### config.mk
export PLATFORM = sky130hd
export DESIGN_NAME = sbl_lane
export DESIGN_NICKNAME = d
export VERILOG_FILES = /design/src/hdl/sbl_pkg.sv /design/src/hdl/sbl_lane.sv
export SDC_FILE = /design/constraint.sdc
export NUM_CORES = 2
export LEC_CHECK = 0
export BUFFER_PORTS_ARGS = -buffer_cell sky130_fd_sc_hd__buf_2
export CAP_MARGIN = 15
export CORE_AREA = 2 2 340 342
export CTS_BUF_LIST = sky130_fd_sc_hd__clkbuf_2
export DETAILED_ROUTE_END_ITERATION = 6
export DIE_AREA = 0 0 342 344
export PLACE_DENSITY = 0.66
export REMOVE_ABC_BUFFERS = 1
export SLEW_MARGIN = 20
export SYNTH_ARGS = -nofsm -noshare
export SYNTH_HDL_FRONTEND = slang
export SYNTH_SLANG_ARGS = --single-unit
### constraint.sdc
create_clock -name clk -period 8.6 [get_ports clk]
set_input_delay 0.86 -clock clk [delete_from_list [all_inputs] [get_ports clk]]
set_output_delay 0.86 -clock clk [all_outputs]
set_load 0.005 [all_outputs]
### src/hdl/sbl_pkg.sv
`timescale 1ns / 1ps
// ----------------------------------------------------------------------------
// sbl_pkg
// Shared types, constants and helpers for the stereo biquad lowpass unit.
// ----------------------------------------------------------------------------
package sbl_pkg;

    localparam int SAMPLE_BITS   = 24;
    localparam int STATE_BITS    = 48;
    localparam int STATE_FRAC    = STATE_BITS - SAMPLE_BITS - 4;
    localparam int COEF_BITS     = 32;
    localparam int COEF_FRAC_DEF = 30;
    localparam int STEP_W        = 4;
    localparam int INDEX_W       = 2;

    // Last sequencer step of one frame
    localparam logic [STEP_W-1:0] STEP_LAST = 4'd11;

    // Configuration register indexes
    localparam logic [INDEX_W-1:0] REG_FEEDFORWARD_GAIN = 2'd0;
    localparam logic [INDEX_W-1:0] REG_FEEDBACK_ONE     = 2'd1;
    localparam logic [INDEX_W-1:0] REG_FEEDBACK_TWO     = 2'd2;

    localparam logic signed [COEF_BITS-1:0] RST_FEEDFORWARD_GAIN = 32'sd966040000;
    localparam logic signed [COEF_BITS-1:0] RST_FEEDBACK_ONE     = 32'sd1920900000;
    localparam logic signed [COEF_BITS-1:0] RST_FEEDBACK_TWO     = 32'sd869000000;

    localparam logic signed [STATE_BITS-1:0] STATE_MAX = {1'b0, {(STATE_BITS-1){1'b1}}};
    localparam logic signed [STATE_BITS-1:0] STATE_MIN = {1'b1, {(STATE_BITS-1){1'b0}}};

    typedef struct packed {
        logic signed [SAMPLE_BITS-1:0] left_sample;
        logic signed [SAMPLE_BITS-1:0] right_sample;
    } frame_in_t;

    typedef struct packed {
        logic signed [SAMPLE_BITS-1:0] left_out;
        logic signed [SAMPLE_BITS-1:0] right_out;
    } frame_out_t;

    // Sequencer to lane control
    typedef struct packed {
        logic              load;
        logic              run;
        logic [STEP_W-1:0] step;
    } ctrl_t;

    function automatic logic signed [STATE_BITS+1:0] ext_state(
        input logic signed [STATE_BITS-1:0] v
    );
        return {{2{v[STATE_BITS-1]}}, v};
    endfunction

    // Clamp a sum of up to three state words back into the state range
    function automatic logic signed [STATE_BITS-1:0] sat_state(
        input logic signed [STATE_BITS+1:0] v
    );
        logic [2:0] top;
        top = v[STATE_BITS+1:STATE_BITS-1];
        if (top == 3'b000 || top == 3'b111)
            return v[STATE_BITS-1:0];
        else if (v[STATE_BITS+1])
            return STATE_MIN;
        else
            return STATE_MAX;
    endfunction

endpackage

### src/hdl/sbl_lane.sv
`timescale 1ns / 1ps
// ----------------------------------------------------------------------------
// sbl_lane
// One channel of the biquad: a 25x32 multiplier, an 80-bit accumulator that
// assembles 48x32 products from two partial products, and the state words.
// ----------------------------------------------------------------------------
module sbl_lane
    import sbl_pkg::*;
#(
    parameter int COEF_FRAC_BITS = COEF_FRAC_DEF
)
(
    input  logic                          clk,
    input  logic                          rst_n,
    input  ctrl_t                         ctrl,
    input  logic signed [SAMPLE_BITS-1:0] sample,
    input  logic signed [COEF_BITS-1:0]   gain,
    input  logic signed [COEF_BITS-1:0]   fb_one,
    input  logic signed [COEF_BITS-1:0]   fb_two,
    output logic signed [SAMPLE_BITS-1:0] result
);

    localparam int PIECE_W = STATE_BITS / 2;
    localparam int PP_W    = PIECE_W + 1 + COEF_BITS;
    localparam int ACC_W   = STATE_BITS + COEF_BITS;
    localparam int RND_W   = STATE_BITS + 1;
    localparam int HEAD_W  = STATE_BITS - SAMPLE_BITS - STATE_FRAC;

    // Multiplier issue steps
    localparam logic [STEP_W-1:0] MUL_P0_LO = 4'd0;
    localparam logic [STEP_W-1:0] MUL_P0_HI = 4'd1;
    localparam logic [STEP_W-1:0] MUL_P1_LO = 4'd2;
    localparam logic [STEP_W-1:0] MUL_P1_HI = 4'd3;
    localparam logic [STEP_W-1:0] MUL_T1_LO = 4'd5;
    localparam logic [STEP_W-1:0] MUL_T1_HI = 4'd6;
    localparam logic [STEP_W-1:0] MUL_T2_LO = 4'd7;
    localparam logic [STEP_W-1:0] MUL_T2_HI = 4'd8;
    // Result capture steps
    localparam logic [STEP_W-1:0] CAP_P0 = 4'd3;
    localparam logic [STEP_W-1:0] CAP_Y  = 4'd4;
    localparam logic [STEP_W-1:0] CAP_P1 = 4'd5;
    localparam logic [STEP_W-1:0] CAP_T1 = 4'd8;
    localparam logic [STEP_W-1:0] CAP_N1 = 4'd9;
    localparam logic [STEP_W-1:0] CAP_T2 = 4'd10;
    localparam logic [STEP_W-1:0] CAP_N2 = 4'd11;

    localparam logic [RND_W-1:0] RND_HALF = RND_W'(1) << (STATE_FRAC - 1);

    logic signed [SAMPLE_BITS-1:0] x_reg;
    logic signed [STATE_BITS-1:0]  s1_reg, s1_next;
    logic signed [STATE_BITS-1:0]  s2_reg, s2_next;
    logic signed [STATE_BITS-1:0]  p0_reg, p1_reg, y_reg, t_reg;
    logic signed [SAMPLE_BITS-1:0] res_reg;
    logic signed [PP_W-1:0]        pp_reg, pp_next;
    logic                          pp_hi_reg, pp_hi_next;
    logic signed [ACC_W-1:0]       acc_reg, acc_next;

    logic signed [STATE_BITS-1:0]  xs, xs2, op;
    logic signed [COEF_BITS-1:0]   coef;
    logic signed [PIECE_W:0]       piece;
    logic signed [STATE_BITS-1:0]  prod_sat;
    logic                          prod_in_range;
    logic signed [RND_W-1:0]       y_rnd;
    logic                          out_in_range;
    logic signed [SAMPLE_BITS-1:0] out_sat;

    assign xs  = {{HEAD_W{x_reg[SAMPLE_BITS-1]}}, x_reg, {STATE_FRAC{1'b0}}};
    assign xs2 = {xs[STATE_BITS-2:0], 1'b0};

    // Pick operand word, half and coefficient for this step
    always_comb
    begin
        op         = y_reg;
        coef       = fb_two;
        pp_hi_next = 1'b0;
        case (ctrl.step)
            MUL_P0_LO: begin op = xs;    coef = gain;   pp_hi_next = 1'b0; end
            MUL_P0_HI: begin op = xs;    coef = gain;   pp_hi_next = 1'b1; end
            MUL_P1_LO: begin op = xs2;   coef = gain;   pp_hi_next = 1'b0; end
            MUL_P1_HI: begin op = xs2;   coef = gain;   pp_hi_next = 1'b1; end
            MUL_T1_LO: begin op = y_reg; coef = fb_one; pp_hi_next = 1'b0; end
            MUL_T1_HI: begin op = y_reg; coef = fb_one; pp_hi_next = 1'b1; end
            MUL_T2_LO: begin op = y_reg; coef = fb_two; pp_hi_next = 1'b0; end
            MUL_T2_HI: begin op = y_reg; coef = fb_two; pp_hi_next = 1'b1; end
            default:   begin op = y_reg; coef = fb_two; pp_hi_next = 1'b0; end
        endcase
    end

    assign piece   = pp_hi_next ? {op[STATE_BITS-1], op[STATE_BITS-1:PIECE_W]}
                                : {1'b0, op[PIECE_W-1:0]};
    assign pp_next = piece * coef;

    // Low half loads the accumulator, high half adds in shifted
    assign acc_next = pp_hi_reg
                    ? acc_reg + {pp_reg[PP_W-2:0], {PIECE_W{1'b0}}}
                    : {{(ACC_W-PP_W){pp_reg[PP_W-1]}}, pp_reg};

    // Floor shift by the coefficient fraction, clamp to the state range
    assign prod_in_range =
        (&acc_reg[ACC_W-1:COEF_FRAC_BITS+STATE_BITS-1]) |
        (~|acc_reg[ACC_W-1:COEF_FRAC_BITS+STATE_BITS-1]);
    assign prod_sat = prod_in_range
                    ? acc_reg[COEF_FRAC_BITS+STATE_BITS-1:COEF_FRAC_BITS]
                    : (acc_reg[ACC_W-1] ? STATE_MIN : STATE_MAX);

    // Round half up to a sample and clamp
    assign y_rnd        = {y_reg[STATE_BITS-1], y_reg} + RND_HALF;
    assign out_in_range = (&y_rnd[RND_W-1:STATE_FRAC+SAMPLE_BITS-1]) |
                          (~|y_rnd[RND_W-1:STATE_FRAC+SAMPLE_BITS-1]);
    assign out_sat = out_in_range
                   ? y_rnd[STATE_FRAC+SAMPLE_BITS-1:STATE_FRAC]
                   : (y_rnd[RND_W-1] ? {1'b1, {(SAMPLE_BITS-1){1'b0}}}
                                     : {1'b0, {(SAMPLE_BITS-1){1'b1}}});

    assign s1_next = sat_state(ext_state(p1_reg) - ext_state(t_reg) + ext_state(s2_reg));
    assign s2_next = sat_state(ext_state(p0_reg) - ext_state(t_reg));

    always_ff @(posedge clk or negedge rst_n)
    begin
        if (!rst_n)
        begin
            s1_reg <= '0;
            s2_reg <= '0;
        end
        else if (ctrl.run)
        begin
            if (ctrl.step == CAP_N1)
                s1_reg <= s1_next;
            if (ctrl.step == CAP_N2)
                s2_reg <= s2_next;
        end
    end

    always_ff @(posedge clk)
    begin
        pp_reg    <= pp_next;
        pp_hi_reg <= pp_hi_next;
        acc_reg   <= acc_next;
        if (ctrl.load)
            x_reg <= sample;
        if (ctrl.run)
        begin
            if (ctrl.step == CAP_P0)
                p0_reg <= prod_sat;
            if (ctrl.step == CAP_Y)
                y_reg <= sat_state(ext_state(p0_reg) + ext_state(s1_reg));
            if (ctrl.step == CAP_P1)
                p1_reg <= prod_sat;
            if (ctrl.step == CAP_T1 || ctrl.step == CAP_T2)
                t_reg <= prod_sat;
            if (ctrl.step == CAP_N2)
                res_reg <= out_sat;
        end
    end

    assign result = res_reg;

endmodule

==> flow_metrics.env <==
export IMPL_status="complete, no violations"
export IMPL_fmax_mhz=122
export IMPL_synthAdderAreaFrac_pct=38.8
export IMPL_drt_total_wl_um=186000
export IMPL_multiInputGateArea_um2=40000
export IMPL_synthSimpleGateAreaFrac_pct=13.0
export IMPL_antenna_found_initial=5
export IMPL_critPathMaxStageDelay_ns=0.55
export IMPL_muxShareOfSynthArea_pct=1.15
export IMPL_fin_skew_ns=0.144
export IMPL_async_reset_ff_share_pct=21.3
export IMPL_drv_slew=0
export IMPL_ys_seq_elements=450
export IMPL_first_iter_violations=4038
export IMPL_min_path_type="input port to async pin"
export IMPL_dp_hpwl_um=156000
export IMPL_worstMarginPinSlew_ns=1.20
export IMPL_syn_area_um2=56700
export IMPL_yosys_warnings=0
export IMPL_synthXorXnorAreaFrac_pct=4.05
export IMPL_setup_worst_path_end_class="flop"
export IMPL_core_um2=114000
export IMPL_largest_register_ffs=57
export IMPL_die_h_um=344
export IMPL_finalWorstSetupSlack_ns=0.399
export IMPL_final_hold_viol_count=0
export IMPL_wl_per_cell_um=22.0
export IMPL_io_buffers=151
export IMPL_synthCells=6243
export IMPL_worstPathRequired_ns=9.81
export IMPL_drcViolationCount=0
export IMPL_root_buffer="clkbuf_2"
export IMPL_gp_congestion=0.974
export IMPL_dp_slack_ns=-0.910
export IMPL_arrival_ns=9.41
export IMPL_die_x_um=342
export IMPL_fin_crit_sh_pct=95.4
export IMPL_clk_pin_slew_ns=0.11
export IMPL_r2r_start="x_reg[5]$_DFFE_PP_"
export IMPL_critPathBufInv=6
export IMPL_dieArea_um2=118000
export IMPL_synth_cell_types=89
export IMPL_clkLatencyLatePin_ns=1.29
export IMPL_startpoint_type="flop"
export IMPL_vias=47000
export IMPL_rows=124
export IMPL_syn_area_per_cell_um2=9.09
export IMPL_cts_sinks=450
export IMPL_rrSetupSlack_ns=0.40
export IMPL_num_nets_final=8166
export IMPL_cts_tree="done"
export IMPL_reg2reg_to="pp_reg[56]$_DFF_P_"
export IMPL_seq_area_um2=11900
export IMPL_ctsLongestPathBuffers=3
export IMPL_cts_made_buffers=121
export IMPL_worstSetupPathType="flop to flop"
export IMPL_synth_top_family_by_area="adder cells"
export IMPL_worstPathMaxFanout=15
export IMPL_start_util_pct=49.8
export IMPL_area_growth_pct=14.1
export IMPL_synth_compound_area_share_pct=12.8
export IMPL_reg2reg_depth=29
export IMPL_ios=152
export IMPL_grt_pass1_vias=48800
export IMPL_detail_route_antenna_nets=0
export IMPL_num_fill_cells=10300
export IMPL_cp_top_family="adder cells"
export IMPL_synth_edf_count=240
export IMPL_grt_pass1_wl_um=286000
export IMPL_final_core_util_pct=56.8
export IMPL_grt_usage_pct=32.1
export IMPL_via_per_inst=5.58
export IMPL_path_common_cell="fa_1"
export IMPL_cts_htree_levels=3
export IMPL_grt_max_degree=61
export IMPL_relSlewSlack_pct=19.6
export IMPL_drv_cap=0
export IMPL_drive_gt1_share_pct=14.7
export IMPL_post_route_min_period_ns=8.20
export IMPL_synthFlopType="edfxtp_1"
export IMPL_ys_seq_area_share_pct=21.0
export IMPL_first_pass_iters=7
export IMPL_worst_path_max_delay_cell="fa_1"
export IMPL_finalSetupViolations=0
export IMPL_grt_setup_unrepaired="no"
export IMPL_overflow=0
metal layers:
metal,routed length (um),vias to the layer above,track usage (%)
met4,9350,2,14.3
met1,76600,23300,41.9
met5,13,-,0
met2,86100,1942,52.9
met3,13900,460,5.36
li1,-,21300,-
cells in the final DEF, fill, tap and decap left out, types with 45 or more instances in the layout:
cell type / n
xnor2_1: 163
and2_1: 75
dfxtp_1: 113
buf_2: 150
nand2b_1: 51
o21a_1: 45
inv_1: 1116
ha_1: 357
clkbuf_2: 191
fa_1: 870
a21oi_1: 364
nor2_1: 676
buf_4: 485
nand3_1: 73
nand2_1: 610
dfrtp_1: 96
xor2_1: 93
o21ai_0: 236
edfxtp_1: 240
a21o_1: 124
repair_timing:
item	in CTS	in global routing
hold buffers	25	0
endpoints found under the hold margin	66	0
buffers inserted	0	2
setup endpoints to repair	0	6
gates resized for setup	0	2
layout make-up:
class	instances	share of cell area, %
clock buffer	190	1.47
inverter	1119	6.49
antenna	4	0.0155
tap	1512	2.92
sequential	450	18.4
clock inverter	38	0.396
multi-input combinational	4414	61.8
timing repair buffer	705	8.54
worst max path at each step:
stage	startpoint	endpoint	slack (ns)	depth (start not counted)
3_3_place_gp	ctrl[1]	pp_reg[56]$_DFF_P_	-0.75	31
4_1_cts	x_reg[11]$_DFFE_PP_	pp_reg[52]$_DFF_P_	0.31	32
6_report	x_reg[5]$_DFFE_PP_	pp_reg[56]$_DFF_P_	0.40	29
5_1_grt	y_reg[25]$_DFFE_PP_	pp_reg[52]$_DFF_P_	0.02	33
2_1_floorplan	ctrl[3]	pp_reg[56]$_DFF_P_	-4.40	28
3_5_place_dp	ctrl[1]	pp_reg[56]$_DFF_P_	-0.91	31
cell families (layout without fill, tap and decap cells):
kind of cell / Yosys count / after routing
AOI/OAI and AO/OA: 1152 / 1153
xor gates and xnor gates: 259 / 259
adders and majority gates: 1238 / 1238
buffers and inverters: 1380 / 2052
DFF: 450 / 450
muxes: 60 / 60
other: 0 / 4
and+or+nand+nor: 1704 / 1704
metrics by stage:
step	cells	instance area [um2]	setup TNS (ns)	hold slack (ns)
after floorplan	5982	55700	-173.06	0.430
after global placement	8171	63200	-9.01	0.464
after detailed placement	8171	63200	-13.85	0.467
after CTS	8424	64600	0	0.0820
after global routing	8432	64700	0	0.148
final	8432	64700	0	0.167
cell usage after synthesis (96+ instances only):
cell type / count / area share [%]
inv_1: 1116 / 7.4
fa_1: 870 / 31
nor2_1: 679 / 4.5
nand2_1: 610 / 4.0
a21oi_1: 372 / 3.3
ha_1: 357 / 7.9
o21ai_0: 241 / 2.1
edfxtp_1: 240 / 13
clkbuf_1: 226 / 1.5
xnor2_1: 164 / 2.5
a21o_1: 124 / 1.6
dfxtp_1: 114 / 4.0
dfrtp_1: 96 / 4.2
Power is not shown: default switching activity piles up to over one toggle a cycle in this logic, so the estimate is an artifact.
