**src/hdl/sbl_pkg.sv**
```systemverilog
`timescale 1ns / 1ps
// ----------------------------------------------------------------------------
// sbl_pkg
// Shared types, constants and helpers for the stereo biquad lowpass unit.
// ----------------------------------------------------------------------------
package sbl_pkg;

    localparam int SAMPLE_BITS   = 24;
    localparam int STATE_BITS    = 48;
    localparam int STATE_FRAC    = STATE_BITS - SAMPLE_BITS - 4;
    localparam int COEF_BITS     = 32;
    localparam int COEF_FRAC_DEF = 30;
    localparam int STEP_W        = 4;
    localparam int INDEX_W       = 2;

    // Last sequencer step of one frame
    localparam logic [STEP_W-1:0] STEP_LAST = 4'd11;

    // Configuration register indexes
    localparam logic [INDEX_W-1:0] REG_FEEDFORWARD_GAIN = 2'd0;
    localparam logic [INDEX_W-1:0] REG_FEEDBACK_ONE     = 2'd1;
    localparam logic [INDEX_W-1:0] REG_FEEDBACK_TWO     = 2'd2;

    localparam logic signed [COEF_BITS-1:0] RST_FEEDFORWARD_GAIN = 32'sd966040000;
    localparam logic signed [COEF_BITS-1:0] RST_FEEDBACK_ONE     = 32'sd1920900000;
    localparam logic signed [COEF_BITS-1:0] RST_FEEDBACK_TWO     = 32'sd869000000;

    localparam logic signed [STATE_BITS-1:0] STATE_MAX = {1'b0, {(STATE_BITS-1){1'b1}}};
    localparam logic signed [STATE_BITS-1:0] STATE_MIN = {1'b1, {(STATE_BITS-1){1'b0}}};

    typedef struct packed {
        logic signed [SAMPLE_BITS-1:0] left_sample;
        logic signed [SAMPLE_BITS-1:0] right_sample;
    } frame_in_t;

    typedef struct packed {
        logic signed [SAMPLE_BITS-1:0] left_out;
        logic signed [SAMPLE_BITS-1:0] right_out;
    } frame_out_t;

    // Sequencer to lane control
    typedef struct packed {
        logic              load;
        logic              run;
        logic [STEP_W-1:0] step;
    } ctrl_t;

    function automatic logic signed [STATE_BITS+1:0] ext_state(
        input logic signed [STATE_BITS-1:0] v
    );
        return {{2{v[STATE_BITS-1]}}, v};
    endfunction

    // Clamp a sum of up to three state words back into the state range
    function automatic logic signed [STATE_BITS-1:0] sat_state(
        input logic signed [STATE_BITS+1:0] v
    );
        logic [2:0] top;
        top = v[STATE_BITS+1:STATE_BITS-1];
        if (top == 3'b000 || top == 3'b111)
            return v[STATE_BITS-1:0];
        else if (v[STATE_BITS+1])
            return STATE_MIN;
        else
            return STATE_MAX;
    endfunction

endpackage

```
**src/hdl/sbl_merge.sv**
```systemverilog
`timescale 1ns / 1ps
// ----------------------------------------------------------------------------
// sbl_merge
// Output stage: joins the two lane results into one frame and holds it
// until the receiver takes it.
// ----------------------------------------------------------------------------
module sbl_merge
    import sbl_pkg::*;
(
    input  logic                          clk,
    input  logic                          rst_n,
    input  logic                          push,
    input  logic signed [SAMPLE_BITS-1:0] left,
    input  logic signed [SAMPLE_BITS-1:0] right,
    output logic                          free,
    output logic                          out_valid,
    input  logic                          out_stall,
    output frame_out_t                    out_data
);

    logic       valid_reg;
    frame_out_t data_reg;

    assign free = !valid_reg || !out_stall;

    always_ff @(posedge clk or negedge rst_n)
    begin
        if (!rst_n)
            valid_reg <= 1'b0;
        else if (push && free)
            valid_reg <= 1'b1;
        else if (!out_stall)
            valid_reg <= 1'b0;
    end

    always_ff @(posedge clk)
    begin
        if (push && free)
        begin
            data_reg.left_out  <= left;
            data_reg.right_out <= right;
        end
    end

    assign out_valid = valid_reg;
    assign out_data  = data_reg;

endmodule

```
**config.mk**
```make
export PLATFORM = sky130hd
export DESIGN_NAME = sbl_merge
export DESIGN_NICKNAME = d
export VERILOG_FILES = /design/src/hdl/sbl_pkg.sv /design/src/hdl/sbl_merge.sv
export SDC_FILE = /design/constraint.sdc
export NUM_CORES = 1
export LEC_CHECK = 0
export ABC_AREA = 1
export ABC_CLOCK_PERIOD_IN_PS = 3100
export BUFFER_PORTS_ARGS = -buffer_cell sky130_fd_sc_hd__buf_4
export CAP_MARGIN = 20
export CORE_MARGIN = 8
export CORE_UTILIZATION = 36
export DETAILED_ROUTE_END_ITERATION = 16
export PLACE_DENSITY = 0.74
export SYNTH_ARGS = -nofsm -noshare
export SYNTH_HDL_FRONTEND = slang
export SYNTH_SLANG_ARGS = --single-unit
```
**constraint.sdc**
```tcl
create_clock -name clk -period 3.1 [get_ports clk]
set_input_delay 0.465 -clock clk [delete_from_list [all_inputs] [get_ports clk]]
set_output_delay 0.465 -clock clk [all_outputs]
set_load 0.005 [all_outputs]
```
==> results of run 1 <==
## flip-flops by register name, indices dropped and copies added, names as in the netlist
signal,flops
out_valid,1
out_data,48
## metal layers
layer | routed length (um) | up-vias
li1 | - | 427
met1 | 1180 | 429
met2 | 1851 | 67
met3 | 727 | 6
met4 | 57 | 0
met5 | 0 | -
## worst max-delay path by stage
stage	start	endpoint	slack [ps]
2_1_floorplan	out_stall	out_data[0]	810
4_1_cts	out_valid	out_data[34]	1610
5_1_grt	out_valid	out_data[11]	1560
3_3_place_gp	push	out_data[9]	1550
6_report	out_valid	out_data[1]	1620
3_5_place_dp	push	out_data[34]	1470
## through the flow
stage	cells	util, %	instance area (um^2)	power (mW)	worst slack (ps)
after global placement	205	58.48	2322	0.9220	1548
after CTS	214	60.78	2414	1.273	1606
after detailed placement	205	58.48	2322	0.9288	1470
after global routing	214	60.78	2414	1.308	1563
after floorplan	53	-	1486	0.8149	810.7
final	214	60.78	2414	1.256	1618
## kinds of logic (layout without fill, tap and decap cells)
group	Yosys count	after routing	synth area share, %
flops	49	49	98.90
simple gates	2	2	0.5065
compound gates	1	1	0.3372
buf+inv	1	112	0.2529
## final cells by class
class | instances | area [um^2] | share of cell area (%)
inverter | 1 | 3.754 | 0.1555
sequential | 49 | 1466 | 60.76
tap | 50 | 62.56 | 2.592
clock inverter | 3 | 12.51 | 0.5184
timing repair buffer | 103 | 775.7 | 32.14
multi-input combinational | 3 | 23.77 | 0.9850
clock buffer | 5 | 68.82 | 2.851
## critical path, stage by stage (launching register included)
cell and delay (ps):
dfrtp_1 440, a21oi_4 160, buf_4 510
## cell usage in the layout (no fill, tap or decap)
| cell type | instances |
|---|---|
| a21oi_4 | 1 |
| buf_4 | 102 |
| clkbuf_8 | 5 |
| clkinv_1 | 2 |
| clkinv_2 | 1 |
| dfrtp_1 | 1 |
| dlygate4sd3_1 | 1 |
| edfxtp_1 | 48 |
| inv_1 | 1 |
| nand2_1 | 2 |
## report_power, final
| part | internal (mW) | leakage, nW | total, mW | switching [mW] |
|---|---|---|---|---|
| clock | 0.152 | 0.0430 | 0.345 | 0.193 |
| combinational | 0.0823 | 0.508 | 0.129 | 0.0466 |
| sequential | 0.771 | 0.468 | 0.782 | 0.0112 |
## repair_timing
action / CTS / global route
hold endpoints to repair: 1 / 0
gates resized for setup: 0 / 0
hold buffers: 1 / 0
==> flow_summary.yaml, run 1 <==
detailed_routing:
  drt_iter0_markers: 42
  vias: 929
  dr.pass1.iters: 4
  via_per_inst: 4.341
  ant_nets: 0
  drc: 0
  drt-wirelength-per-cell_um: 17.84
  routed_wirelength_um: 3817
worst_hold_path:
  holdPathEnd: "out_data[33]"
  holdPathStages: 1
  min_from: "left[9]"
  hold_path.class: "input pin to flop"
setup_path:
  cp_data_arrival_time_ps: 1420
  endpoint_kind: "flop"
  reg2reg_slack_ps: 1620
  worst-setup-path-type: "flop to flop"
  critPathLaunchType: "flop"
  worstPathRequired_ps: 3030
  cp_max_fo: 48
  reg2regPathDepth: 2
  reg2reg_to: "out_data[1]"
  r2r-start: "out_valid"
clock_network:
  cts_setup_buffers: 0
  h-tree-depth: 2
  numClockSinks: 49
  cts_tree: "yes"
  cts_buffer_depth: 2
  numCtsBuffers: 5
  clock_latency_ps: 290
  root_buffer: "clkbuf_8"
  clk_pin_slew_ps: 80
place:
  numPortBuffers: 101
  place.gp.congestion: 0.6709
logic_synthesis:
  yosysMostFrequentCell: "edfxtp_1"
  synth_flop_cell: "edfxtp_1"
  yosysTopAreaCell: "edfxtp_1"
  synth_edf_count: 48
  synth-seq-cells: 49
  avgSynthCellArea_um2: 27.97
  yosysTopAreaCellShare_pct: 97.22
  synth_common_cells: "edfxtp_1, nand2_1, a21oi_1, dfrtp_1, inv_1"
  ys_warn_count: 0
  syn-cell-area_um2: 1483
  synthCells: 53
  synth_area_leaders: "edfxtp_1, dfrtp_1, nand2_1"
  synthesis.nets: 105
  ys_seq_area_share_pct: 98.90
  synth_cell_type_count: 5
  ys_async_sr_fraction_pct: 2.041
timing:
  rsz0062_at_grt: "no"
  post-route-period-util_pct: 47.81
  fmax_mhz: 674.7
  tns_ps: 0
  finalClockSkew_ps: 1.980
  worstMarginPinSlew_ps: 591.1
  fin_hold_ws_ps: 342.1
  finalSetupViolations: 0
  slew_headroom_pct: 60.59
  drv_slew: 0
  post-route-min-period_ps: 1482
  finalHoldViolCount: 0
power_and_ir_drop:
  power.density_nw_per_um2: 520.4
  p_leak_nw: 1.019
  ir_drop_v: 0.0003151
global_routing:
  grtUsageMet3_pct: 10.83
  grtUsageTotal_pct: 11.66
  antenna_found_initial: 0
  grt_pass1_wl_um: 5444
  grt_pass1_vias: 1080
  grt_start_max_net_pins: 49
  gr-usage-met2_pct: 18.84
  met1_usage_pct: 9.358
  grt.busiest_layer: "met2"
  grt_overflow_total: 0
floorplanning:
  die_x_um: 80.18
  die_area_um2: 6428
  core-area_um2: 3971
  die_h_um: 80.18
  rows: 23
  io_pins: 102
  start_util_pct: 37.33
job:
  cap_viol_max_count: 0
cells_and_area:
  area_growth_pct: 62.78
  num-fill-cells: 312
  diodes: 0
  nNetsFinal: 215
  drive_gt1_share_pct: 66.46
outcome:
  outcome: "complete, no violations"
(Power assumes the default switching activity.)
==> run 2, diff against run 1 <==
==> config.mk (replaced) <==
export PLATFORM = sky130hd
export DESIGN_NAME = sbl_merge
export DESIGN_NICKNAME = d
export VERILOG_FILES = /design/src/hdl/sbl_pkg.sv /design/src/hdl/sbl_merge.sv
export SDC_FILE = /design/constraint.sdc
export NUM_CORES = 1
export LEC_CHECK = 0
export ABC_AREA = 0
export ABC_CLOCK_PERIOD_IN_PS = 1460
export BUFFER_PORTS_ARGS = -buffer_cell sky130_fd_sc_hd__buf_4
export CAP_MARGIN = 20
export CORE_MARGIN = 8
export CORE_UTILIZATION = 40
export DETAILED_ROUTE_END_ITERATION = 16
export PLACE_DENSITY = 0.78
export SYNTH_ARGS = -nofsm -noshare
export SYNTH_HDL_FRONTEND = slang
export SYNTH_SLANG_ARGS = --single-unit
==> constraint.sdc (replaced) <==
create_clock -name clk -period 1.46 [get_ports clk]
set_input_delay 0.219 -clock clk [delete_from_list [all_inputs] [get_ports clk]]
set_output_delay 0.219 -clock clk [all_outputs]
set_load 0.005 [all_outputs]
==> run 2 against run 1 <==
Effect of this change: area after synthesis grew 0.42%; synthesized cell count is 1.9% lower; global-route usage up 0.93 points; clock skew barely moved; sequential share of layout area shrank 0.53 points; final cell count shrank 0.93%; combinational power rose by 120%; worst hold slack worse by 250 ps; die area fell by 7.7%; register-to-register slack worse by 1400 ps; setup slack worse by 1400 ps; critical path type unchanged; critical endpoint is now out_data[27].
==> flow_summary.yaml, run 2 <==
outcome:
  outcome: "complete, no violations"
power_and_ir_drop:
  power.density_nw_per_um2: 1099
  switchingPower_mw: 0.5244
  ir_drop_v: 0.0007940
  p_int_mw: 2.152
  clkPwrFrac_pct: 27.5
  p_leak_nw: 1.033
  combPwrFrac_pct: 10.5
  power_mw: 2.676
  switching_share_pct: 19.60
  seqPwrFrac_pct: 62.0
floorplanning:
  die_h_um: 77.01
  die_x_um: 77.01
  core-area_um2: 3633
  rows: 22
  die_area_um2: 5931
  io_pins: 102
  start_util_pct: 40.98
job:
  cap_viol_max_count: 0
timing:
  rsz0062_at_grt: "no"
  slew_headroom_pct: 85.52
  finalSetupViolations: 0
  fin_hold_ws_ps: 96.93
  finalHoldViolCount: 0
  post-route-period-util_pct: 83.11
  finalClockSkew_ps: 2.199
  drv_slew: 0
  fmax_mhz: 824.2
  post-route-min-period_ps: 1213
  worstMarginPinSlew_ps: 217.3
  fin_ws_ps: 246.7
worst_hold_path:
  hold_path.class: "input pin to flop"
logic_synthesis:
  synth_area_leaders: "edfxtp_1, dfrtp_1, a21boi_2"
  syn-cell-area_um2: 1489
  yosysMostFrequentCell: "edfxtp_1"
  synth_flop_cell: "edfxtp_1"
  yosysTopAreaCellShare_pct: 96.81
  synthCells: 52
  ys_warn_count: 0
  synth-seq-cells: 49
  avgSynthCellArea_um2: 28.63
  synthesis.nets: 104
  synth_common_cells: "edfxtp_1, a21boi_2, a21o_1, dfrtp_1, nand2_1"
  synth_edf_count: 48
  ys_seq_area_share_pct: 98.49
  ys_async_sr_fraction_pct: 2.041
  yosysTopAreaCell: "edfxtp_1"
  synth_cell_type_count: 5
global_routing:
  grtUsageTotal_pct: 12.59
  grt_pass1_wl_um: 5568
  antenna_found_initial: 0
  grt_overflow_total: 0
  grt_start_max_net_pins: 43
  grt_pass1_vias: 1072
place:
  post-place-ws_ps: 244.4
  placed_area_um2: 2342
  numPortBuffers: 101
  place.gp.congestion: 0.7018
cells_and_area:
  layout_commonest_cell: "buf_4"
  register_area_um2: 1466
  final_cell_mix: "buf_4, edfxtp_1, clkbuf_8"
  nNetsFinal: 215
  fin_area_um2: 2435
  multi_input_area_um2: 30.03
  num-fill-cells: 267
  utilization_pct: 67.01
  drive_gt1_share_pct: 67.68
  largest_reg_flops: 48
  diodes: 0
  area_growth_pct: 63.53
detailed_routing:
  dr.pass1.iters: 2
  drc: 0
  routed_wirelength_um: 3685
  drt_iter0_markers: 94
  drt-wirelength-per-cell_um: 17.38
  vias: 907
  ant_nets: 0
  via_per_inst: 4.278
clock_network:
  cts_setup_buffers: 0
  postCtsResizedCells: 0
  root_buffer: "clkbuf_8"
  h-tree-depth: 2
  cts_buffer_depth: 2
  clock_latency_ps: 290
  clk_pin_slew_ps: 80
  cts_tree: "yes"
  numCtsBuffers: 5
  numClockSinks: 49
  cts_hold_buf: 1
setup_path:
  worstPathBufferInverterCount: 1
  cp_slowest_cell: "dfrtp_1"
  endpoint_kind: "flop"
  cp_cell_sequence: "a21boi_4 -> buf_12"
  cp_data_arrival_time_ps: 1200
  worst-setup-path-type: "flop to flop"
  cp_max_fo: 42
  max_stage_delay_ps: 440
  cp_top_family: "flip-flops"
  worstPathRequired_ps: 1450
  critPathLaunchType: "flop"
run 2: cell count changes after synthesis:
cell / previous run / this run
inv_1: 1 / 0
nand2_1: 2 / 1
a21oi_1: 1 / 0
a21boi_2: 0 / 1
a21o_1: 0 / 1
run 2: layer usage:
metal | wire length [um] | global-route usage [%] | vias to the layer above
li1 | - | - | 427
met4 | 68 | 6.226 | 0
met1 | 1165 | 10.74 | 403
met2 | 1794 | 19.54 | 70
met5 | 0 | 0 | -
met3 | 657 | 11.54 | 7
run 2: path summary, 6_finish.rpt:
kind                            from  slack [ps]           end  cells after the start
setup / recovery           out_valid         250  out_data[27]                      2
hold / removal              left[17]         100  out_data[41]                      1
hold reg to reg            out_valid         610     out_valid                      1
min in group asynchronous      rst_n         240     out_valid                      2
max in group asynchronous      rst_n        1140     out_valid                      2
setup reg to reg           out_valid         250  out_data[27]                      2
run 2: final cells by class:
cell class / instances / share of cell area, %
Clock buffer: 6 / 2.980
Tap cell: 48 / 2.467
Timing Repair Buffer: 104 / 32.68
Multi-Input combinational cell: 3 / 1.233
Sequential cell: 49 / 60.23
Clock inverter: 2 / 0.4111
run 2: through the flow:
step	cells	setup TNS, ps
finish	212	0
global route	212	0
CTS	212	0
detailed placement	203	0
global placement	203	0
floorplan	52	-11400
run 2: kinds of logic after synthesis:
kind of cell       count (synthesis)  share of synthesized area, %
AOI/OAI and AO/OA                  2                         1.261
DFF                               49                         98.49
and+or+nand+nor                    1                        0.2519
run 2: power by group through the flow:
| stage | sequential (mW) | clock (mW) | combinational [mW] |
|---|---|---|---|
| 2_1_floorplan | 1.70 | 0 | 0.0300 |
| 3_3_place_gp | 1.69 | 0 | 0.278 |
| 3_5_place_dp | 1.69 | 0 | 0.288 |
| 4_1_cts | 1.66 | 0.773 | 0.290 |
| 5_1_grt | 1.67 | 0.830 | 0.304 |
| 6_report | 1.66 | 0.736 | 0.281 |
