[src/hdl/sbl_pkg.sv]
`timescale 1ns / 1ps
// ----------------------------------------------------------------------------
// sbl_pkg
// Shared types, constants and helpers for the stereo biquad lowpass unit.
// ----------------------------------------------------------------------------
package sbl_pkg;

    localparam int SAMPLE_BITS   = 24;
    localparam int STATE_BITS    = 48;
    localparam int STATE_FRAC    = STATE_BITS - SAMPLE_BITS - 4;
    localparam int COEF_BITS     = 32;
    localparam int COEF_FRAC_DEF = 30;
    localparam int STEP_W        = 4;
    localparam int INDEX_W       = 2;

    // Last sequencer step of one frame
    localparam logic [STEP_W-1:0] STEP_LAST = 4'd11;

    // Configuration register indexes
    localparam logic [INDEX_W-1:0] REG_FEEDFORWARD_GAIN = 2'd0;
    localparam logic [INDEX_W-1:0] REG_FEEDBACK_ONE     = 2'd1;
    localparam logic [INDEX_W-1:0] REG_FEEDBACK_TWO     = 2'd2;

    localparam logic signed [COEF_BITS-1:0] RST_FEEDFORWARD_GAIN = 32'sd966040000;
    localparam logic signed [COEF_BITS-1:0] RST_FEEDBACK_ONE     = 32'sd1920900000;
    localparam logic signed [COEF_BITS-1:0] RST_FEEDBACK_TWO     = 32'sd869000000;

    localparam logic signed [STATE_BITS-1:0] STATE_MAX = {1'b0, {(STATE_BITS-1){1'b1}}};
    localparam logic signed [STATE_BITS-1:0] STATE_MIN = {1'b1, {(STATE_BITS-1){1'b0}}};

    typedef struct packed {
        logic signed [SAMPLE_BITS-1:0] left_sample;
        logic signed [SAMPLE_BITS-1:0] right_sample;
    } frame_in_t;

    typedef struct packed {
        logic signed [SAMPLE_BITS-1:0] left_out;
        logic signed [SAMPLE_BITS-1:0] right_out;
    } frame_out_t;

    // Sequencer to lane control
    typedef struct packed {
        logic              load;
        logic              run;
        logic [STEP_W-1:0] step;
    } ctrl_t;

    function automatic logic signed [STATE_BITS+1:0] ext_state(
        input logic signed [STATE_BITS-1:0] v
    );
        return {{2{v[STATE_BITS-1]}}, v};
    endfunction

    // Clamp a sum of up to three state words back into the state range
    function automatic logic signed [STATE_BITS-1:0] sat_state(
        input logic signed [STATE_BITS+1:0] v
    );
        logic [2:0] top;
        top = v[STATE_BITS+1:STATE_BITS-1];
        if (top == 3'b000 || top == 3'b111)
            return v[STATE_BITS-1:0];
        else if (v[STATE_BITS+1])
            return STATE_MIN;
        else
            return STATE_MAX;
    endfunction

endpackage

[src/hdl/sbl_seq.sv]
`timescale 1ns / 1ps
// ----------------------------------------------------------------------------
// sbl_seq
// Frame sequencer: takes a request, steps both lanes through one frame and
// hands the finished pair to the output stage.
// ----------------------------------------------------------------------------
module sbl_seq
    import sbl_pkg::*;
(
    input  logic  clk,
    input  logic  rst_n,
    input  logic  in_valid,
    output logic  in_stall,
    input  logic  free,
    output logic  push,
    output ctrl_t ctrl
);

    typedef enum logic [2:0] {
        S_IDLE = 3'b001,
        S_RUN  = 3'b010,
        S_DONE = 3'b100
    } seq_state_t;

    seq_state_t        state_reg, state_next;
    logic [STEP_W-1:0] step_reg, step_next;
    logic              accept;

    assign in_stall = (state_reg != S_IDLE);
    assign accept   = in_valid && (state_reg == S_IDLE);

    always_comb
    begin
        state_next = state_reg;
        step_next  = step_reg;
        push       = 1'b0;
        case (state_reg)
            S_IDLE:
            begin
                step_next = '0;
                if (accept)
                    state_next = S_RUN;
            end
            S_RUN:
            begin
                if (step_reg == STEP_LAST)
                begin
                    step_next  = '0;
                    state_next = S_DONE;
                end
                else
                    step_next = step_reg + STEP_W'(1);
            end
            S_DONE:
            begin
                // hold the result until the output stage has room
                push = free;
                if (free)
                    state_next = S_IDLE;
            end
            default:
            begin
                state_next = S_IDLE;
                step_next  = '0;
            end
        endcase
    end

    always_ff @(posedge clk or negedge rst_n)
    begin
        if (!rst_n)
        begin
            state_reg <= S_IDLE;
            step_reg  <= '0;
        end
        else
        begin
            state_reg <= state_next;
            step_reg  <= step_next;
        end
    end

    assign ctrl.load = accept;
    assign ctrl.run  = (state_reg == S_RUN);
    assign ctrl.step = step_reg;

endmodule

[config.mk]
export PLATFORM = sky130hd
export DESIGN_NAME = sbl_seq
export DESIGN_NICKNAME = d
export VERILOG_FILES = /design/src/hdl/sbl_pkg.sv /design/src/hdl/sbl_seq.sv
export SDC_FILE = /design/constraint.sdc
export NUM_CORES = 1
export LEC_CHECK = 0
export BUFFER_PORTS_ARGS = -buffer_cell sky130_fd_sc_hd__buf_2
export CAP_MARGIN = 40
export CORE_AREA = 2 2 39 41
export DETAILED_ROUTE_END_ITERATION = 8
export DIE_AREA = 0 0 41 43
export HOLD_SLACK_MARGIN = 0.06
export PLACE_DENSITY = 0.58
export SETUP_SLACK_MARGIN = 0.02
export SYNTH_ARGS = -nofsm -noshare
export SYNTH_HDL_FRONTEND = slang
export SYNTH_SLANG_ARGS = --single-unit
[constraint.sdc]
create_clock -name clk -period 1.1 [get_ports clk]
set_input_delay 0.165 -clock clk [delete_from_list [all_inputs] [get_ports clk]]
set_output_delay 0.165 -clock clk [all_outputs]
set_load 0.01 [all_outputs]
==> impl_metrics.py, run 1 <==
metrics = {
    "worst_setup_path": {
        "required_ns": 0.94,
        "critPathLaunchType": "flop",
        "critPathSlowestCell": "dfrtp_1",
        "critPathMaxStageDelay_ns": 0.39,
        "path_class": "reg -> out",
        "r2r_start": "state_reg[1]",
        "path_max_fanout": 3,
        "r2r_slack_ns": -0.17,
        "endpoint_kind": "primary output",
        "arrival_ns": 1.18,
        "rr_worst_depth": 5,
        "crit_path_cell_trace": "or2b_4, nor3b_2, buf_2",
        "reg2reg_to": "state_reg[2]",
    },
    "sta": {
        "rsz0062_at_grt": "yes",
        "fin_tns_setup_ns": -1.287,
        "final_hold_viol_count": 0,
        "fmax_mhz": 741.8,
        "period_share": 1.225,
        "period_minus_slack_ns": 1.348,
        "finalMaxSlewViolations": 0,
        "slew_headroom": 0.8750,
        "setup_viol": 8,
        "layout_setup_ws_ns": -0.2480,
        "worst_pin_slew_ns": 0.1875,
        "skew_ns": 0.002013,
    },
    "yosys": {
        "synth-seq-area-share": 0.4420,
        "synth-seq-cells": 7,
        "postSynthAreaPerCell_um2": 9.503,
        "ys_warn_count": 0,
        "syn-cell-area_um2": 399.1,
        "synthCells": 42,
        "syn_nets": 47,
        "synth_cell_types": 26,
    },
    "cts": {
        "tritoncts": "built",
        "cts_root_buffer": "clkbuf_4",
        "clk_latency_ns": 0.25,
        "cts_sinks": 7,
        "numCtsBuffers": 3,
        "clk_pin_slew_worst_paths_ns": 0.05,
        "clk_path_buf_depth": 2,
        "cts_max_level": 1,
    },
    "place": {
        "dpl_cell_area_um2": 534.3,
        "portBuffers": 11,
        "globalplace.congestion": 0.7245,
        "place_hpwl_um": 674.2,
    },
    "global_route": {
        "grt_pass1_vias": 421,
        "grt_max_degree": 11,
        "grt_pass1_wl_mm": 1.773,
        "antenna_found_initial": 0,
        "grt_use_total": 0.1535,
        "grt-ovfl-total": 0,
    },
    "cells_and_area": {
        "diodes": 0,
        "area_growth_syn_to_layout_pct": 83.07,
        "final_area_um2": 730.7,
        "largest_reg_flops": 4,
        "drive_gt1_frac": 0.6857,
        "layout.cells.most_common": "buf_4",
        "layout_common_cells": "10 x buf_4, 7 x buf_2, 7 x buf_6",
        "finalNetCount": 76,
    },
    "detailed_routing": {
        "route.detailed.drc": 0,
        "drtPass1Iterations": 4,
        "ant_nets": 0,
        "viasPerCell": 5.023,
        "wire_per_inst_um": 13.26,
        "routed_wl_mm": 1.140,
        "vias": 432,
        "drtIter0Drc": 3,
    },
    "outcome": {
        "status": "complete, but fails checks",
        "violations": "negative setup slack",
    },
    "floorplan": {
        "placementRows": 14,
        "fp.dieW_um": 41,
        "core_mm2": 0.001384,
        "start_util": 0.2884,
        "dieArea_mm2": 0.001763,
        "pin_count": 12,
        "die_h_um": 43,
    },
    "hold_path": {
        "hold_class": "in -> reg",
        "hold_end": "state_reg[0]",
        "hp-start": "free",
        "hold_path_depth": 2,
    },
    "power_and_ir_drop": {
        "ir_worst_vdd_mv": 0.8976,
        "p_per_area_mw_per_mm2": 1869,
        "cellLeakagePower_nw": 0.3243,
    },
    "flow_run": {
        "maxCapViolCount": 0,
    },
}
routing by layer:
metal  part of all wire  track usage
met2               0.51       0.2375
met5                  0            0
met3              0.037      0.04712
met1               0.43       0.1705
met4              0.018       0.1000
worst max-delay path: cells and delay by family, from the launching register on:
kind	cells	cell delay, ns
AND/OR/NAND/NOR	2	0.40
flip-flops	1	0.39
buffers and inverters	1	0.15
report_power, final:
part / internal (mW) / switching [mW] / total (mW) / leakage [nW]
Clock: 0.139 / 0.102 / 0.241 / 0.0150
Sequential: 0.317 / 0.0499 / 0.367 / 0.0893
Combinational: 0.415 / 0.342 / 0.757 / 0.220
Total: 0.871 / 0.494 / 1.37 / 0.324
synth_stat cells:
cell type	count	area share
nor3b_1	2	0.038
o22a_2	1	0.025
a21oi_1	2	0.025
a22oi_1	1	0.019
nand2_1	5	0.047
a21o_1	1	0.019
inv_1	1	0.0094
ha_1	1	0.031
or3_1	1	0.016
and2b_2	2	0.044
or2b_2	1	0.022
nand3_1	1	0.013
buf_4	1	0.019
nor2b_1	1	0.016
dfrtp_1	6	0.38
o32a_1	1	0.025
mux2_2	1	0.028
nand3b_1	2	0.038
dfstp_2	1	0.066
o2111ai_1	1	0.022
nor3_1	1	0.013
nand2b_1	1	0.016
a31oi_1	1	0.016
o21ai_0	1	0.013
clkbuf_1	1	0.0094
nor2_1	4	0.038
worst max-delay path by stage:
stage / startpoint / to
3_5_place_dp: state_reg[2] / push
5_1_grt: state_reg[2] / ctrl[5]
6_report: state_reg[1] / push
4_1_cts: state_reg[1] / push
2_1_floorplan: state_reg[1] / push
3_3_place_gp: state_reg[2] / push
timing repair:
action / in CTS / in global routing
setup endpoints to repair: 12 / 14
resized for setup: 12 / 13
hold endpoints to repair: 7 / 0
buffers inserted: 3 / 5
pin swaps: 5 / 6
hold buffers: 1 / 0
cell type report:
type                       instances  area (um^2)
fill                             125        653.1
multi-input combinational         32        287.8
timing repair buffer              26        214.0
sequential                         7        178.9
clock buffer                       4        26.28
tap                               16        20.02
inverter                           1        3.754
cells by family (layout without fill, tap and decap cells):
family / count (synthesis) / count (layout) / share of synthesized area
and+or+nand+nor: 21 / 21 / 0.2978
AOI/OAI and AO/OA: 9 / 9 / 0.1630
DFF: 7 / 7 / 0.4420
buffers and inverters: 3 / 31 / 0.03761
adders and majority gates: 1 / 1 / 0.03134
muxes: 1 / 1 / 0.02821
through the flow:
| stage | util | setup slack, ns | cells | power, mW | hold slack [ns] |
|---|---|---|---|---|---|
| 6_report | 0.5280 | -0.2480 | 86 | 1.365 | 0.2117 |
| 5_1_grt | 0.5280 | -0.2958 | 86 | 1.445 | 0.2085 |
| 4_1_cts | 0.4693 | -0.2605 | 82 | 1.149 | 0.1721 |
| 3_5_place_dp | 0.3861 | -0.02719 | 74 | 0.8123 | 0.01452 |
| 3_3_place_gp | 0.3861 | -0.01669 | 74 | 0.8079 | 0.01372 |
| 2_1_floorplan | - | -0.01469 | 42 | 0.6316 | -0.1306 |
(Power assumes the default switching activity.)
==> inputs of run 2 (changes only) <==
--- a/config.mk
+++ b/config.mk
@@ -12,7 +12,6 @@
 export DIE_AREA = 0 0 41 43
 export HOLD_SLACK_MARGIN = 0.06
 export PLACE_DENSITY = 0.58
-export SETUP_SLACK_MARGIN = 0.02
 export SYNTH_ARGS = -nofsm -noshare
 export SYNTH_HDL_FRONTEND = slang
 export SYNTH_SLANG_ARGS = --single-unit
==> run 2 against run 1 <==
Net effect: the flow still finishes with violations (negative setup slack); non-clock buffer count is 1 lower; global-route usage is 1.2 points lower; clock power down 3%; register-to-register slack gained 0.08 ns; first-iteration DRC count rose to 2.7 times the previous value; critical path depth did not move; total power decreased by 7.7%; final cell count shrank 1.2%; critical path type unchanged; critical endpoint unchanged; largest power group unchanged.
==> impl_metrics.py, run 2 (synthesis gave the netlist of run 1 again) <==
metrics = {
    "global_route": {
        "grt_pass1_wl_mm": 1.552,
        "grt_use_total": 0.1414,
        "grt_pass1_vias": 338,
        "grt_max_degree": 11,
        "antenna_found_initial": 0,
        "grt-ovfl-total": 0,
    },
    "cells_and_area": {
        "finalNetCount": 75,
        "largest_reg_flops": 4,
        "layout_common_cells": "9 x buf_6, 8 x buf_2, 7 x buf_4",
        "fillers": 131,
        "diodes": 0,
        "layout.cells.most_common": "buf_6",
        "drive_gt1_frac": 0.6377,
        "final_area_um2": 694.4,
        "area_growth_syn_to_layout_pct": 73.98,
    },
    "cts": {
        "cts_max_level": 1,
        "cts_root_buffer": "clkbuf_4",
        "clk_path_buf_depth": 2,
        "clk_latency_ns": 0.26,
        "tritoncts": "built",
        "numCtsBuffers": 3,
        "clk_pin_slew_worst_paths_ns": 0.06,
        "cts_sinks": 7,
    },
    "worst_setup_path": {
        "critPathSlowestCell": "dfrtp_1",
        "r2r_start": "state_reg[1]",
        "arrival_ns": 1.21,
        "critPathLaunchType": "flop",
        "path_max_fanout": 4,
        "endpoint_kind": "primary output",
        "critPathMaxStageDelay_ns": 0.38,
        "r2r_slack_ns": -0.09,
        "required_ns": 0.94,
        "rr_worst_depth": 5,
        "crit_path_cell_trace": "or2b_4, nor3b_2, buf_2",
        "path_class": "reg -> out",
        "reg2reg_to": "step_reg[1]",
    },
    "sta": {
        "skew_ns": 0.009386,
        "setup_viol": 10,
        "worst_pin_slew_ns": 0.1937,
        "finalMaxSlewViolations": 0,
        "final_hold_viol_count": 0,
        "fmax_mhz": 726.6,
        "period_minus_slack_ns": 1.376,
        "holdWs_ns": 0.2159,
        "rsz0062_at_grt": "yes",
        "period_share": 1.251,
        "layout_setup_ws_ns": -0.2763,
        "slew_headroom": 0.8709,
    },
    "floorplan": {
        "start_util": 0.2884,
        "placementRows": 14,
        "dieArea_mm2": 0.001763,
        "fp.dieW_um": 41,
        "pin_count": 12,
        "die_h_um": 43,
        "core_mm2": 0.001384,
    },
    "hold_path": {
        "hold_end": "state_reg[0]",
        "hold_class": "in -> reg",
        "hold_path_depth": 2,
        "hp-start": "free",
    },
    "detailed_routing": {
        "ant_nets": 0,
        "vias": 401,
        "wire_per_inst_um": 12.62,
        "route.detailed.drc": 0,
        "drtIter0Drc": 8,
        "routed_wl_mm": 1.073,
        "viasPerCell": 4.718,
        "drtPass1Iterations": 4,
    },
    "place": {
        "globalplace.congestion": 0.7903,
        "dpl_cell_area_um2": 538.0,
        "portBuffers": 11,
        "place_hpwl_um": 702.4,
    },
    "outcome": {
        "violations": "negative setup slack",
        "status": "complete, but fails checks",
    },
    "power_and_ir_drop": {
        "cellLeakagePower_nw": 0.3139,
        "p_per_area_mw_per_mm2": 1814,
        "ir_worst_vdd_mv": 1.040,
    },
    "flow_run": {
        "maxCapViolCount": 0,
    },
}
run 2: final cells by class:
cell class                 count  area, um^2  share of cell area
tap                           16       20.02             0.02883
inverter                       1       3.754            0.005405
timing repair buffer          25       203.9              0.2937
multi-input combinational     32       264.0              0.3802
sequential                     7       176.4              0.2541
clock buffer                   4       26.28             0.03784
run 2: worst max-delay path by stage:
stage / from / slack [ns] / to / depth (start not counted)
2_1_floorplan: state_reg[1] / -0.04 / push / 2
3_3_place_gp: state_reg[2] / -0.05 / push / 3
3_5_place_dp: state_reg[2] / -0.07 / push / 3
4_1_cts: state_reg[2] / -0.26 / push / 3
5_1_grt: state_reg[2] / -0.36 / push / 3
6_report: state_reg[2] / -0.28 / push / 3
run 2: repair_timing:
item                                   CTS  global route
setup endpoints to repair                9            14
endpoints found under the hold margin    7             0
buffers inserted                         1             3
hold buffers                             1             0
gates resized for setup                  7            15
pin swaps                                2             7
run 2: critical path, delay by kind of cell, from the launching register on:
family / cells / cell delay, ns
flip-flops: 1 / 0.38
buffers and inverters: 1 / 0.14
AND/OR/NAND/NOR: 2 / 0.43
run 2: per-layer routing:
layer / routed length, um / GRT usage / up-vias / part of all wire
met5: 0 / 0 / - / 0
met4: 0 / 0.06000 / 0 / 0
met3: 36 / 0.07853 / 0 / 0.034
met2: 545 / 0.1906 / 7 / 0.51
met1: 491 / 0.1803 / 193 / 0.46
li1: - / - / 201 / -
run 2: per-stage QoR:
stage	util	worst slack (ns)	instances	TNS [ns]	power [mW]
after CTS	0.4358	-0.2629	82	-1.055	1.100
after detailed placement	0.3888	-0.07012	76	-0.1220	0.8167
after floorplan	-	-0.03651	42	-0.06648	0.6117
after global placement	0.3888	-0.05001	76	-0.06757	0.8105
final	0.5018	-0.2763	85	-1.325	1.260
after global routing	0.5018	-0.3612	85	-2.009	1.350
run 2: where the power goes:
part,internal (mW),switching (mW)
Sequential,0.318,0.0499
Combinational,0.366,0.292
Clock,0.138,0.0958
Total,0.822,0.438
